**config.mk**
```make
export PLATFORM = sky130hd
export DESIGN_NAME = mjpeg_multipart_deframer
export DESIGN_NICKNAME = d
export VERILOG_FILES = /design/src/hw/rtl/mjdf_pkg.sv /design/src/hw/rtl/mjpeg_multipart_deframer.sv /design/src/hw/rtl/mjdf_parser.sv /design/src/hw/rtl/mjdf_out_queue.sv
export VERILOG_INCLUDE_DIRS = /design/src /design/src/hw/rtl
export SDC_FILE = /design/constraint.sdc
export NUM_CORES = 1
export LEC_CHECK = 0
export BUFFER_PORTS_ARGS = -buffer_cell sky130_fd_sc_hd__buf_2
export CAP_MARGIN = 20
export CORE_MARGIN = 1
export CORE_UTILIZATION = 50
export CTS_BUF_LIST = sky130_fd_sc_hd__clkbuf_8
export DETAILED_ROUTE_END_ITERATION = 8
export PLACE_DENSITY = 0.7
export SYNTH_ARGS = -nofsm -noshare
export SYNTH_HDL_FRONTEND = slang
export SYNTH_HIERARCHICAL = 1
export SYNTH_SLANG_ARGS = --single-unit
```
**constraint.sdc**
```tcl
create_clock -name clk -period 10.2 [get_ports clk]
set_input_delay 0 -clock clk [delete_from_list [all_inputs] [get_ports clk]]
set_output_delay 0 -clock clk [all_outputs]
set_load 0.005 [all_outputs]
```
**src/hw/rtl/mjpeg_multipart_deframer_macros.svh**
```systemverilog
`ifndef MJPEG_MULTIPART_DEFRAMER_MACROS_SVH
`define MJPEG_MULTIPART_DEFRAMER_MACROS_SVH

// Concurrent checks on clk, quiet while rst is high.
`define MJDF_ASSERT_NEVER(label, expr) \
  label: assert property (@(posedge clk) disable iff (rst) !(expr)) \
    else $error("assertion failed: forbidden condition seen");

`define MJDF_ASSERT_IMPLIES(label, ante, cons) \
  label: assert property (@(posedge clk) disable iff (rst) (ante) |-> (cons)) \
    else $error("assertion failed: implication broken");

`define MJDF_ASSERT_NEXT(label, ante, cons) \
  label: assert property (@(posedge clk) disable iff (rst) (ante) |=> (cons)) \
    else $error("assertion failed: next-cycle implication broken");

`endif

```
**src/hw/rtl/mjdf_pkg.sv**
```systemverilog
package mjdf_pkg;

  localparam int LENGTH_WIDTH_DEFAULT = 24;
  localparam int CFG_WIDTH = 24;
  localparam logic [CFG_WIDTH-1:0] MAX_LEN_RESET = 24'd1000000;

  localparam logic [7:0] CHAR_DASH  = 8'h2D;
  localparam logic [7:0] CHAR_CR    = 8'h0D;
  localparam logic [7:0] CHAR_LF    = 8'h0A;
  localparam logic [7:0] CHAR_SPACE = 8'h20;
  localparam logic [7:0] CHAR_ZERO  = 8'h30;
  localparam logic [7:0] CHAR_NINE  = 8'h39;
  localparam logic [7:0] CHAR_C     = 8'h43;

  localparam logic [3:0] KEY_LEN = 4'd14;

  typedef struct packed {
    logic       valid;
    logic [7:0] payload_byte;
    logic       frame_last;
    logic       length_error;
  } result_t;

  function automatic logic [7:0] key_char(input logic [3:0] idx);
    logic [7:0] c;
    case (idx)
      4'd0:    c = 8'h43;
      4'd1:    c = 8'h6F;
      4'd2:    c = 8'h6E;
      4'd3:    c = 8'h74;
      4'd4:    c = 8'h65;
      4'd5:    c = 8'h6E;
      4'd6:    c = 8'h74;
      4'd7:    c = 8'h2D;
      4'd8:    c = 8'h4C;
      4'd9:    c = 8'h65;
      4'd10:   c = 8'h6E;
      4'd11:   c = 8'h67;
      4'd12:   c = 8'h74;
      4'd13:   c = 8'h68;
      default: c = 8'h00;
    endcase
    return c;
  endfunction

endpackage

```
**src/hw/rtl/mjpeg_multipart_deframer.sv**
```systemverilog
// Byte-wide deframer for a multipart MJPEG stream: one byte is taken per cycle
// on in_valid/in_stall, parsed for the "--" boundary, the Content-Length header
// and the blank line, and the declared number of payload bytes leaves on
// out_valid/out_stall with frame_last on the final one; a declared length above
// the max_frame_length register yields one result with length_error set.
// Sustained rate is one byte per cycle while out_stall stays low; a byte reaches
// the output through an input register, the phase update and a two-entry result
// queue that keeps input flowing while a result waits.
// cfg_write loads max_frame_length (reset 1000000) and should be used only
// while the block is idle.
module mjpeg_multipart_deframer #(
  parameter int LENGTH_WIDTH = mjdf_pkg::LENGTH_WIDTH_DEFAULT
) (
  input  logic                           clk,
  input  logic                           rst,
  input  logic                           in_valid,
  output logic                           in_stall,
  input  logic [7:0]                     in_byte,
  output logic                           out_valid,
  input  logic                           out_stall,
  output logic [7:0]                     payload_byte,
  output logic                           frame_last,
  output logic                           length_error,
  input  logic                           cfg_write,
  input  logic [mjdf_pkg::CFG_WIDTH-1:0] cfg_data
);
  import mjdf_pkg::*;

  logic                 s1_valid;
  logic [7:0]           s1_byte;
  logic                 s1_fire;
  logic                 q_full;
  logic [CFG_WIDTH-1:0] max_len;
  result_t              res;

  assign s1_fire  = s1_valid && !q_full;
  assign in_stall = s1_valid && q_full;

  always_ff @(posedge clk) begin
    if (rst) begin
      max_len <= MAX_LEN_RESET;
    end else if (cfg_write) begin
      max_len <= cfg_data;
    end
  end

  always_ff @(posedge clk) begin
    if (rst) begin
      s1_valid <= 1'b0;
    end else if (in_valid && !in_stall) begin
      s1_valid <= 1'b1;
    end else if (s1_fire) begin
      s1_valid <= 1'b0;
    end
  end

  always_ff @(posedge clk) begin
    if (in_valid && !in_stall) begin
      s1_byte <= in_byte;
    end
  end

  mjdf_parser #(
    .LENGTH_WIDTH(LENGTH_WIDTH)
  ) u_parser (
    .clk     (clk),
    .rst     (rst),
    .fire    (s1_fire),
    .byte_in (s1_byte),
    .max_len (max_len),
    .res     (res)
  );

  mjdf_out_queue u_out_queue (
    .clk          (clk),
    .rst          (rst),
    .push_res     (res),
    .full         (q_full),
    .out_valid    (out_valid),
    .out_stall    (out_stall),
    .payload_byte (payload_byte),
    .frame_last   (frame_last),
    .length_error (length_error)
  );

endmodule

```
**src/hw/rtl/mjdf_parser.sv**
```systemverilog
`include "mjpeg_multipart_deframer_macros.svh"

module mjdf_parser #(
  parameter int LENGTH_WIDTH = mjdf_pkg::LENGTH_WIDTH_DEFAULT
) (
  input  logic                           clk,
  input  logic                           rst,
  input  logic                           fire,
  input  logic [7:0]                     byte_in,
  input  logic [mjdf_pkg::CFG_WIDTH-1:0] max_len,
  output mjdf_pkg::result_t              res
);
  import mjdf_pkg::*;

  localparam logic [2:0] PH_DASH   = 3'd0;
  localparam logic [2:0] PH_CR     = 3'd1;
  localparam logic [2:0] PH_KEY    = 3'd2;
  localparam logic [2:0] PH_SPACE  = 3'd3;
  localparam logic [2:0] PH_DIGITS = 3'd4;
  localparam logic [2:0] PH_LF     = 3'd5;
  localparam logic [2:0] PH_DATA   = 3'd6;

  localparam int MUL_W = LENGTH_WIDTH + 4;
  localparam int CMP_W = (LENGTH_WIDTH > CFG_WIDTH) ? LENGTH_WIDTH : CFG_WIDTH;

  logic [2:0]              phase, phase_next;
  logic [3:0]              match_pos, match_pos_next;
  logic [LENGTH_WIDTH-1:0] declared_len, declared_len_next;
  logic [LENGTH_WIDTH-1:0] remaining, remaining_next;
  logic                    newline_seen, newline_seen_next;
  logic                    digits_started, digits_started_next;

  logic [MUL_W-1:0]        len_times_ten;
  logic [3:0]              digit_val;
  logic [3:0]              match_inc;
  logic [LENGTH_WIDTH-1:0] remaining_dec;
  logic                    over_limit;
  logic [7:0]              digit_diff;

  assign digit_diff    = byte_in - CHAR_ZERO;
  assign digit_val     = digit_diff[3:0];
  assign len_times_ten = (MUL_W'(declared_len) << 3) + (MUL_W'(declared_len) << 1)
                         + MUL_W'(digit_val);
  assign match_inc     = match_pos + 4'd1;
  assign remaining_dec = remaining - LENGTH_WIDTH'(1);
  assign over_limit    = CMP_W'(declared_len) > CMP_W'(max_len);

  always_comb begin
    phase_next          = phase;
    match_pos_next      = match_pos;
    declared_len_next   = declared_len;
    remaining_next      = remaining;
    newline_seen_next   = newline_seen;
    digits_started_next = digits_started;
    res                 = '0;
    if (fire) begin
      case (phase)
        PH_CR: begin
          if (byte_in == CHAR_CR) begin
            phase_next     = PH_KEY;
            match_pos_next = 4'd0;
          end
        end
        PH_KEY: begin
          if (match_pos < KEY_LEN && byte_in == key_char(match_pos)) begin
            match_pos_next = match_inc;
            if (match_inc == KEY_LEN) begin
              phase_next     = PH_SPACE;
              match_pos_next = 4'd0;
            end
          end else begin
            match_pos_next = (byte_in == CHAR_C) ? 4'd1 : 4'd0;
          end
        end
        PH_SPACE: begin
          if (byte_in == CHAR_SPACE) begin
            phase_next          = PH_DIGITS;
            declared_len_next   = '0;
            digits_started_next = 1'b0;
            newline_seen_next   = 1'b0;
          end
        end
        PH_DIGITS: begin
          if (byte_in inside {[CHAR_ZERO:CHAR_NINE]}) begin
            // saturate at all ones
            if (len_times_ten[MUL_W-1:LENGTH_WIDTH] != '0) begin
              declared_len_next = '1;
            end else begin
              declared_len_next = len_times_ten[LENGTH_WIDTH-1:0];
            end
            digits_started_next = 1'b1;
          end else if (byte_in == CHAR_SPACE && !digits_started) begin
            phase_next = PH_DIGITS;
          end else if (over_limit) begin
            phase_next          = PH_DASH;
            match_pos_next      = 4'd0;
            newline_seen_next   = 1'b0;
            digits_started_next = 1'b0;
            res.valid           = 1'b1;
            res.length_error    = 1'b1;
          end else begin
            phase_next        = PH_LF;
            newline_seen_next = (byte_in == CHAR_LF);
          end
        end
        PH_LF: begin
          if (byte_in == CHAR_LF) begin
            if (!newline_seen) begin
              newline_seen_next = 1'b1;
            end else if (declared_len == '0) begin
              phase_next          = PH_DASH;
              match_pos_next      = 4'd0;
              newline_seen_next   = 1'b0;
              digits_started_next = 1'b0;
            end else begin
              remaining_next    = declared_len;
              phase_next        = PH_DATA;
              newline_seen_next = 1'b0;
            end
          end
        end
        PH_DATA: begin
          remaining_next   = remaining_dec;
          res.valid        = 1'b1;
          res.payload_byte = byte_in;
          res.frame_last   = (remaining_dec == '0);
          if (remaining_dec == '0) begin
            phase_next          = PH_DASH;
            match_pos_next      = 4'd0;
            newline_seen_next   = 1'b0;
            digits_started_next = 1'b0;
          end
        end
        default: begin
          phase_next = PH_DASH;
          if (byte_in == CHAR_DASH) begin
            if (match_pos == 4'd1) begin
              phase_next     = PH_CR;
              match_pos_next = 4'd0;
            end else begin
              match_pos_next = 4'd1;
            end
          end else begin
            match_pos_next = 4'd0;
          end
        end
      endcase
    end
  end

  always_ff @(posedge clk) begin
    if (rst) begin
      phase          <= PH_DASH;
      match_pos      <= 4'd0;
      declared_len   <= '0;
      remaining      <= '0;
      newline_seen   <= 1'b0;
      digits_started <= 1'b0;
    end else begin
      phase          <= phase_next;
      match_pos      <= match_pos_next;
      declared_len   <= declared_len_next;
      remaining      <= remaining_next;
      newline_seen   <= newline_seen_next;
      digits_started <= digits_started_next;
    end
  end

  `MJDF_ASSERT_IMPLIES(a_result_needs_fire, res.valid, fire)
  `MJDF_ASSERT_IMPLIES(a_data_has_count, phase == PH_DATA, remaining != '0)
  `MJDF_ASSERT_NEXT(a_error_rehunts, res.valid && res.length_error,
                    phase == PH_DASH && match_pos == 4'd0)
  `MJDF_ASSERT_NEVER(a_last_and_error, res.frame_last && res.length_error)

endmodule

```
**src/hw/rtl/mjdf_out_queue.sv**
```systemverilog
`include "mjpeg_multipart_deframer_macros.svh"

module mjdf_out_queue (
  input  logic              clk,
  input  logic              rst,
  input  mjdf_pkg::result_t push_res,
  output logic              full,
  output logic              out_valid,
  input  logic              out_stall,
  output logic [7:0]        payload_byte,
  output logic              frame_last,
  output logic              length_error
);
  import mjdf_pkg::*;

  result_t    entry [2];
  logic       wr_ptr;
  logic       rd_ptr;
  logic [1:0] count;
  logic       push;
  logic       pop;

  assign push         = push_res.valid;
  assign full         = (count == 2'd2);
  assign out_valid    = (count != 2'd0);
  assign pop          = out_valid && !out_stall;
  assign payload_byte = entry[rd_ptr].payload_byte;
  assign frame_last   = entry[rd_ptr].frame_last;
  assign length_error = entry[rd_ptr].length_error;

  always_ff @(posedge clk) begin
    if (push) begin
      entry[wr_ptr] <= push_res;
    end
  end

  always_ff @(posedge clk) begin
    if (rst) begin
      wr_ptr <= 1'b0;
      rd_ptr <= 1'b0;
      count  <= 2'd0;
    end else begin
      if (push) begin
        wr_ptr <= !wr_ptr;
      end
      if (pop) begin
        rd_ptr <= !rd_ptr;
      end
      count <= count + {1'b0, push} - {1'b0, pop};
    end
  end

  `MJDF_ASSERT_NEVER(a_push_when_full, push && full)
  `MJDF_ASSERT_NEVER(a_count_range, count == 2'd3)
  `MJDF_ASSERT_NEXT(a_push_grows, push && !pop, count == $past(count) + 2'd1)

endmodule

```
* Yosys cells after proc, flatten, opt, wreduce, memory -nomap -nowiden
Memory sizes are Yosys's and may differ from the RTL's. A register that Yosys moved wholly into a read port is not among the register bits.
Cells that the tools add are included.
Widths: inputs -> output; s select.
** Operators by class
- Multipliers :: 0
- Add/subtract/negate cells :: 7
- Equal/unequal tests :: 30
- Divide/modulo/power cells :: 0
- Bitwise logic cells :: 1
- Muxes and demuxes :: 68
- Reduce and logical (&&, ||, !) cells :: 27
- Shift operators :: 0
- $lt $le $gt $ge :: 4
** Operators with widths (number)
- $mux 24 :: 6
- $pmux 24 s2 :: 2
- $logic_not 24->1 :: 2
- $mux 4 :: 12
- $mux 3 :: 12
- $add 27x25->28 :: 1
- $add 28x4->28 :: 1
- $mux 1 :: 27
- $gt 24x24->1 :: 1
- $pmux 4 s6 :: 1
- $sub 24x1->24 const B :: 1
- $ne 2x1->1 const B :: 10
- $pmux 3 s6 :: 1
- $reduce_and 9->1 :: 2
- $eq 8x4->1 const B :: 2
- $eq 8x6->1 const B :: 2
- $mux 8 :: 2
- $mux 11 :: 1
- $reduce_and 10->1 :: 1
- $eq 3x3->1 const B :: 3
- $mux 9 :: 1
- $eq 8x7->1 const B :: 1
- $eq 8x8->1 :: 1
- $ge 8x6->1 const B :: 1
- other kinds (24) :: 43
** Storage, ports and cells
- Flip-flop bits (word level) :: 94
- Bits in latches :: 0
- Bits in writable memories :: 22
- Output and inout port bits :: 12
- Bits in read-only memories :: 112
- Memories kept :: 2
** Memory list
- (name not given) :: words 16, bits a word 7, read ports 1, clocked after memory_dff 1, wr ports 0, RTL line mjdf_pkg.sv:26 : case (idx)
- u_out_queue.entry :: words 2, bits a word 11, read ports 1, clocked after memory_dff 1, wr ports 1, RTL line mjdf_out_queue.sv:16 : result_t entry [2];

* Longest topological paths before layout
Gate-level depths: netlist of run 1.
- Depth after elaboration :: 10
- Mapped depth :: 15

* Modules after synthesis
Netlist of run 1, hierarchy kept.
** Modules (own cells, without submodules)
- mjdf_parser :: seq. area each 1281.2 µm², area each 5995.8 µm², times used 1, cells each 745
- mjpeg_multipart_deframer :: seq. area each 740.7 µm², area each 1171.1 µm², times used 1, cells each 92
- mjdf_out_queue :: seq. area each 700.7 µm², area each 963.4 µm², times used 1, cells each 54

* Least setup slack after synthesis of run 1
No wires, ideal clock.
- Kind :: reg2reg
- Start :: register s1_byte[3]
- End :: register u_parser.declared_len[10]
- Data required time :: 10078 ps
- Arrival :: 4019 ps
- Period minus slack after synthesis :: 4141 ps
- Stages on the path, launching flop included :: 15
- Path slack :: 6059 ps
- Setup time :: 122 ps
- Cell sequence :: edfxtp_1 > fa_1 > fa_1 > a21o_1 > a21o_1 > a2111oi_2 > o31ai_1 > a221oi_2 > o31ai_1 > nor2_1 > o21bai_1 > xor2_1 > o41a_1 > clkbuf_1 > a221o_1
** Between the ends
- Word-level cells in the longest chain between the ends :: 6
** RTL lines
- from (decl) :: RTL line mjpeg_multipart_deframer.sv:30 : logic [7:0] s1_byte;
- from (signal assigned) :: RTL line mjpeg_multipart_deframer.sv:59 : s1_byte <= in_byte;
- $sub 4x1->4 :: RTL line mjdf_parser.sv:40 : assign digit_diff = byte_in - CHAR_ZERO;
- $add 28x4->28 :: RTL line mjdf_parser.sv:43 : + MUL_W'(digit_val);
- $reduce_bool 4->1 :: RTL line mjdf_parser.sv:86 : if (len_times_ten[MUL_W-1:LENGTH_WIDTH] != '0) begin
- $mux 24 :: RTL line mjdf_parser.sv:86
- $mux 24 :: RTL line mjdf_parser.sv:84 : if (byte_in inside {[CHAR_ZERO:CHAR_NINE]}) begin
- $pmux 24 s2 :: RTL line mjdf_parser.sv:57 : case (phase)
- to (signal assigned) :: RTL line mjdf_parser.sv:162 : declared_len <= declared_len_next;
- to (decl) :: RTL line mjdf_parser.sv:28 : logic [LENGTH_WIDTH-1:0] declared_len, declared_len_next;
Parallel ways exist; a longest one is shown, timed or not. The select of a mux whose other input is x is not followed.
A chain may end at the register's enable or synchronous reset.

* Final worst setup path of run 1
Same ends and word-level chain as after synthesis.

==> impl_metrics.py, run 1 <==
metrics = {
    "detailed_routing": {
        "vias_per_cell": 5.76,
        "drt_iter0_drc": 460,
        "finalWirelength_um": 18500,
        "dr.pass1.iters": 5,
        "routedWlPerCell_um": 15.6,
        "route.detailed.drc": 0,
        "drtAntennaViolNets": 0,
        "dr_total_vias": 6842,
    },
    "sta": {
        "tns_ns": 0,
        "setup_viol": 0,
        "hold_viol": 0,
        "worst_pin_slew_ns": 1.00,
        "skew_ns": 0.0113,
        "timing.fmax_mhz": 210,
        "final.min_clock_period_ns": 4.76,
        "worst_slew_margin_rel_pct": 33.0,
        "maxSlewViolCount": 0,
        "layout_worst_path_cycle_share_pct": 46.7,
        "rsz0062_at_grt": "no",
    },
    "power_and_ir_drop": {
        "powerDensity_mw_per_mm2": 119,
        "leakagePower_uw": 0.00423,
        "irDropWorstVdd_mv": 0.115,
    },
    "logic_synthesis": {
        "yosysTopAreaCellShare_pct": 23.1,
        "synthArstFlopShare_pct": 0,
        "avgSynthCellArea_um2": 9.12,
        "ys_ff_latch": 122,
        "netlist_instances": 891,
        "synth_area_leaders": "dfxtp_1 (23%), ha_1 (13%), edfxtp_1 (10%), nor2_1 (4.4%), o21ai_0 (3.0%)",
        "synth-edff-count": 28,
        "synth_top_cell_by_area": "dfxtp_1",
        "synth_compound_area_share_pct": 19.6,
        "synth_fp_nets": 1013,
        "yosysWarningCount": 6,
        "synth_ff_type": "dfxtp_1",
        "synth_xor_area_share_pct": 3.94,
        "synth_common_cells": "nor2_1 (96), dfxtp_1 (94), ha_1 (83)",
        "synth_top_family_by_area": "simple AND/OR/NAND/NOR gates",
        "yosysSeqAreaShare_pct": 33.5,
        "yosysMostFrequentCell": "nor2_1",
        "synth_cell_type_count": 87,
        "synthSimpleGateAreaFrac_pct": 20.1,
        "muxShareOfSynthArea_pct": 5.12,
        "synth_fa_ha_area_share_pct": 13.3,
        "synth_area_mm2": 0.00813,
    },
    "clock_tree": {
        "cts-buffers-inserted": 17,
        "cts-root-buf": "clkbuf_8",
        "clk_pin_slew_ns": 0.08,
        "clock-sinks": 122,
        "insertion_delay_ns": 0.45,
        "clk_path_buf_depth": 2,
        "cts_tree": "done",
        "htree_levels": 4,
    },
    "run_status": {
        "status": "finished, final reports clean",
    },
    "setup_path": {
        "r2r_setup_slack_ns": 5.44,
        "cp_data_required_time_ns": 10.53,
        "crit_start": "s1_byte[3]",
        "cp_slowest_cell": "o41a_1",
        "worstPathMaxFanout": 24,
        "endpoint": "u_parser/declared_len[10]",
        "reg2reg_depth": 13,
        "r2r-end": "u_parser/declared_len[10]",
        "worstReg2RegStart": "s1_byte[3]",
        "cp-end-kind": "flop",
        "worst_path_largest_cell_delay_ns": 0.68,
        "path_cells": "fa_1 -> fa_1 -> a21o_1 -> a21o_1 -> a2111oi_2 -> o31ai_1 -> a221oi_2 -> o31ai_1 -> nor2_1 -> o21bai_1 -> xor2_1 -> o41a_1 -> a221o_1",
        "path_class": "reg -> reg",
        "crit_arrival_ns": 5.09,
        "cp-start-kind": "flop",
    },
    "place": {
        "dpl.hpwl_um": 12900,
        "io_buffers": 48,
        "place.gp.congestion": 0.888,
    },
    "layout": {
        "syn_to_final_growth_pct": 13.6,
        "diodes": 0,
        "nNetsFinal": 1081,
        "drive_gt1_share_pct": 12.0,
        "final_util_pct": 58.1,
    },
    "global_routing": {
        "grt_max_degree": 71,
        "antenna_found_initial": 0,
        "grt_pass1_vias": 6245,
        "grt_pass1_wl_um": 30800,
        "grt_usage_pct": 23.2,
        "gr-total-overflow": 0,
    },
    "min_path": {
        "hold_class": "in -> reg",
    },
    "die": {
        "io_pins": 49,
        "die_area_mm2": 0.0168,
        "row_count": 46,
        "start_util_pct": 51.2,
        "core_mm2": 0.0159,
        "chipWidth_um": 130,
        "die_h_um": 130,
    },
    "job": {
        "maxCapViolations": 0,
    },
}
-- worst max-delay path, delay by kind of cell, from the launching register on --
| kind | cells | cell delay [ns] |
|---|---|---|
| adder cells (fa/ha/maj) | 2 | 1.05 |
| XOR/XNOR | 1 | 0.15 |
| AND/OR/NAND/NOR | 1 | 0.12 |
| flip-flops | 1 | 0.54 |
| AO/OA/AOI/OAI | 9 | 2.80 |
-- layout make-up --
cell class / count / area (um^2)
multi-input combinational: 689 / 5060
timing repair buffer: 88 / 626
fill: 1389 / 6650
inverter: 41 / 154
tap: 216 / 270
sequential: 122 / 2720
clock buffer: 17 / 234
clock inverter: 15 / 174
-- worst min-delay path by stage --
stage | from | end | cells past startpoint
floorplan | rst | u_out_queue/count[0] | 1
global placement | in_byte[4] | s1_byte[4] | 1
detailed placement | in_byte[7] | s1_byte[7] | 1
CTS | cfg_write | max_len[20] | 3
global route | cfg_write | max_len[7] | 3
finish | cfg_write | max_len[7] | 3
-- cell usage in the layout, fill, tap and decap left out, types with 8 or more instances in the layout --
cell / netlist / final
buf_2: 6 / 48
nor2_1: 96 / 94
nor2b_1: 17 / 17
o21ai_0: 49 / 49
a21oi_1: 35 / 35
mux2_1: 12 / 12
a211o_1: 11 / 11
nand2b_1: 11 / 11
a22oi_1: 15 / 15
a21o_1: 21 / 21
nor3_1: 12 / 11
ha_1: 83 / 83
edfxtp_1: 28 / 28
inv_1: 38 / 39
nor4_1: 13 / 13
nand4_1: 10 / 10
o31ai_1: 8 / 8
a221o_1: 23 / 23
dlygate4sd3_1: 0 / 34
and3_1: 13 / 13
mux2i_1: 23 / 23
clkbuf_8: 0 / 17
a211oi_1: 13 / 13
dfxtp_1: 94 / 94
xor2_1: 15 / 15
nand3_1: 17 / 17
nand2_1: 58 / 58
xnor2_1: 19 / 19
-- kinds of logic (layout without fill, tap and decap cells) --
kind of cell | after synthesis | after routing
AND/OR/NAND/NOR | 305 | 305
multiplexers | 39 | 39
XOR/XNOR | 35 | 35
AO/OA/AOI/OAI | 225 | 225
buffers and inverters | 80 | 161
adder cells (fa/ha/maj) | 85 | 85
flip-flops | 122 | 122
-- stage by stage --
| step | area (um^2) | setup slack [ns] | cells | power [uW] | hold WS [ns] |
|---|---|---|---|---|---|
| 6_report | 9240 | 5.44 | 1188 | 1100 | 0.184 |
| 5_1_grt | 9240 | 5.26 | 1188 | 1150 | 0.192 |
| 4_1_cts | 9240 | 5.49 | 1188 | 1110 | 0.156 |
| 3_5_place_dp | 8490 | 5.50 | 1122 | 649 | 0.179 |
| 3_3_place_gp | 8490 | 5.55 | 1122 | 647 | 0.176 |
| 2_1_floorplan | 8130 | 6.06 | 891 | 615 | 0.0716 |
-- sequential cells by signal, summed over array words and instances, names as in the netlist, named ones only --
register                 flops
s1_valid                     1
s1_byte                      8
u_parser/digits_started      1
u_out_queue/wr_ptr           1
u_parser/match_pos           4
u_out_queue/count            2
u_out_queue/rd_ptr           1
u_parser/declared_len       24
u_parser/newline_seen        1
u_parser/remaining          24
max_len                     24
u_out_queue/entry           20
u_parser/phase               3
-- timing repair --
action / CTS / global route
endpoints found under the hold margin: 35 / 0
endpoints found under the setup margin: 0 / 0
hold buffers: 34 / 0
resized for setup: 0 / 0
setup buffers: 0 / 0
-- power by group --
part	switching [uW]	internal, uW
Combinational	60.0	63.4
Sequential	18.6	507
Clock	211	241
Total	289	812
-- per-layer routing --
| metal | GRT usage [%] | share of wire, % |
|---|---|---|
| met5 | 0 | 0 |
| met4 | 7.46 | 1.3 |
| met2 | 35.2 | 44 |
| met1 | 33.3 | 50 |
| met3 | 4.17 | 4.8 |
Note: power is estimated with default switching activity, not from simulation.
==> run 2, diff against run 1 <==
- PLACE_DENSITY: 0.7 -> 0.72
- clock period: 10.2 -> 4.1 ns (I/O delays scaled with it)
==> run 2 against run 1 <==
  * First-iteration DRC count is 10% higher
  * Clock power rose to 2.5 times the previous value
  * Sequential cell count unchanged
  * Cell area rose by 2.6%
  * Die area unchanged
  * Clock-buffer cell count did not move
  * Worst setup slack worse by 5.3 ns
  * Power up 150%
  * Cell count rose by 2.2%
  * Global-route usage is 0.58 points higher
  * Largest power group unchanged
==> impl_metrics.py, run 2 (synthesis results as in run 1) <==
metrics = {
    "setup_path": {
        "r2r-end": "u_parser/declared_len[11]",
        "worst_path_largest_cell_delay_ns": 0.51,
        "cp-end-kind": "flop",
        "worstReg2RegStart": "s1_byte[3]",
        "critical_path.top_delay_family": "compound AO/OA/AOI/OAI gates",
        "r2r_setup_slack_ns": 0.17,
        "cp_slowest_cell": "fa_2",
        "reg2reg_depth": 14,
        "critical_path_buf_inv_count": 1,
        "cp_data_required_time_ns": 4.44,
        "worstPathMaxFanout": 24,
        "path_class": "reg -> reg",
        "cp-start-kind": "flop",
        "path_cells": "fa_2 -> fa_2 -> a21o_1 -> a21o_1 -> a2111oi_4 -> o31ai_2 -> a221oi_2 -> o31ai_2 -> nor2_1 -> o21bai_1 -> xor2_1 -> o41a_1 -> buf_12 -> a221o_1",
        "crit_arrival_ns": 4.27,
    },
    "min_path": {
        "min_to": "u_out_queue/rd_ptr",
        "hold_class": "in -> reg",
        "hold_depth": 3,
        "hold_start": "out_stall",
    },
    "place": {
        "io_buffers": 48,
        "place_ws_ns": -0.0204,
        "place.gp.congestion": 0.876,
        "dpl.hpwl_um": 13300,
        "place_area_mm2": 0.00871,
    },
    "detailed_routing": {
        "finalWirelength_um": 18900,
        "dr.pass1.iters": 4,
        "vias_per_cell": 5.69,
        "routedWlPerCell_um": 15.5,
        "drt_iter0_drc": 508,
        "route.detailed.drc": 0,
        "drtAntennaViolNets": 0,
        "dr_total_vias": 6905,
    },
    "clock_tree": {
        "cts-root-buf": "clkbuf_8",
        "insertion_delay_ns": 0.45,
        "clock-sinks": 122,
        "clk_path_buf_depth": 2,
        "cts_tree": "done",
        "clk_pin_slew_ns": 0.07,
        "htree_levels": 4,
        "cts-buffers-inserted": 17,
    },
    "job": {
        "maxCapViolations": 0,
    },
    "sta": {
        "setup_ws_ns": 0.166,
        "timing.fmax_mhz": 254,
        "worst_pin_slew_ns": 0.835,
        "worst_slew_margin_rel_pct": 44.2,
        "final.min_clock_period_ns": 3.93,
        "hold_viol": 0,
        "maxSlewViolCount": 0,
        "skew_ns": 0.00670,
        "rsz0062_at_grt": "yes",
        "setup_viol": 0,
        "layout_worst_path_cycle_share_pct": 96.0,
    },
    "die": {
        "row_count": 46,
        "io_pins": 49,
        "start_util_pct": 51.2,
        "die_h_um": 130,
        "chipWidth_um": 130,
        "die_area_mm2": 0.0168,
        "core_mm2": 0.0159,
    },
    "power_and_ir_drop": {
        "clkPwrFrac_pct": 41.0,
        "p_int_uw": 2020,
        "leakagePower_uw": 0.00437,
        "pwr-share-comb_pct": 11.5,
        "p_seq_share_pct": 47.5,
        "p_sw_share_pct": 26.4,
        "power_uw": 2750,
        "powerDensity_mw_per_mm2": 290,
        "irDropWorstVdd_mv": 0.203,
        "power_switching_uw": 727,
    },
    "layout": {
        "diodes": 0,
        "fillCellCount": 1389,
        "final_cell_mix": "nor2_1 (94), dfxtp_1 (94), ha_1 (83)",
        "syn_to_final_growth_pct": 16.5,
        "fin_area_mm2": 0.00947,
        "ff_latch_area_mm2": 0.00272,
        "drive_gt1_share_pct": 15.0,
        "nNetsFinal": 1107,
        "top_regs": "max_len x24, u_parser/declared_len x24, u_parser/remaining x24",
        "multi_input_area_mm2": 0.00509,
    },
    "run_status": {
        "status": "finished, final reports clean",
    },
    "global_routing": {
        "grt_usage_pct": 23.8,
        "grt_pass1_vias": 6480,
        "antenna_found_initial": 0,
        "grt_pass1_wl_um": 31600,
        "gr-total-overflow": 0,
        "grt_max_degree": 45,
    },
}
run 2: cell count changes in the layout (fill, tap and decap cells not counted), moves of 2 or more:
cell / previous run / this run
buf_4: 6 / 32
fa_2: 0 / 2
o31ai_1: 8 / 6
fa_1: 2 / 0
o31ai_2: 0 / 2
run 2: layout make-up:
type,instances,area share [%]
Clock buffer,17,2.47
Clock inverter,15,1.84
Multi-Input combinational cell,689,53.7
Tap cell,216,2.85
Inverter,41,1.62
Sequential cell,122,28.7
Timing Repair Buffer,114,8.77
run 2: worst max path at each step:
stage | startpoint | end | slack [ns] | cells after the start
final | s1_byte[3] | u_parser/declared_len[11] | 0.17 | 14
after global routing | s1_byte[3] | u_parser/declared_len[1] | -0.01 | 14
after CTS | s1_byte[3] | u_parser/declared_len[11] | 0.004 | 14
after detailed placement | s1_byte[3] | u_parser/declared_len[19] | -0.02 | 14
after global placement | s1_byte[3] | u_parser/declared_len[3] | 0.03 | 14
after floorplan | s1_byte[3] | u_parser/declared_len[10] | 0.02 | 14
run 2: worst min-delay path, cell delays in order:
cell	delay, ns
buf_2	0.07
o21ba_1	0.18
mux2_1	0.20
run 2: per-stage QoR:
| step | setup TNS (ns) | hold slack (ns) | util (%) | std cells |
|---|---|---|---|---|
| floorplan | 0 | 0.0716 | - | 891 |
| global placement | 0 | 0.177 | 54.8 | 1147 |
| detailed placement | -0.0685 | 0.179 | 54.8 | 1147 |
| CTS | 0 | 0.00294 | 59.5 | 1212 |
| global route | -0.0471 | 0.0275 | 59.6 | 1214 |
| finish | 0 | 0.0288 | 59.6 | 1214 |
run 2: what timing repair did:
action / 4_1_cts / 5_1_grt
setup endpoints to repair: 23 / 24
hold buffers: 33 / 0
buffers inserted: 0 / 2
pin swaps: 2 / 5
gates resized for setup: 0 / 4
hold endpoints to repair: 33 / 0
run 2: per-layer routing:
layer	global-route usage (%)	part of all wire, %
met3	4.13	4.0
met5	0	0
met4	7.66	1.4
met1	33.8	50
met2	36.6	44
run 2: power by group through the flow:
stage          clock network, uW  registers, uW  logic (uW)
2_1_floorplan                  0           1310         223
3_3_place_gp                   0           1330         283
3_5_place_dp                   0           1330         287
4_1_cts                     1140           1300         313
5_1_grt                     1190           1310         353
6_report                    1130           1310         317
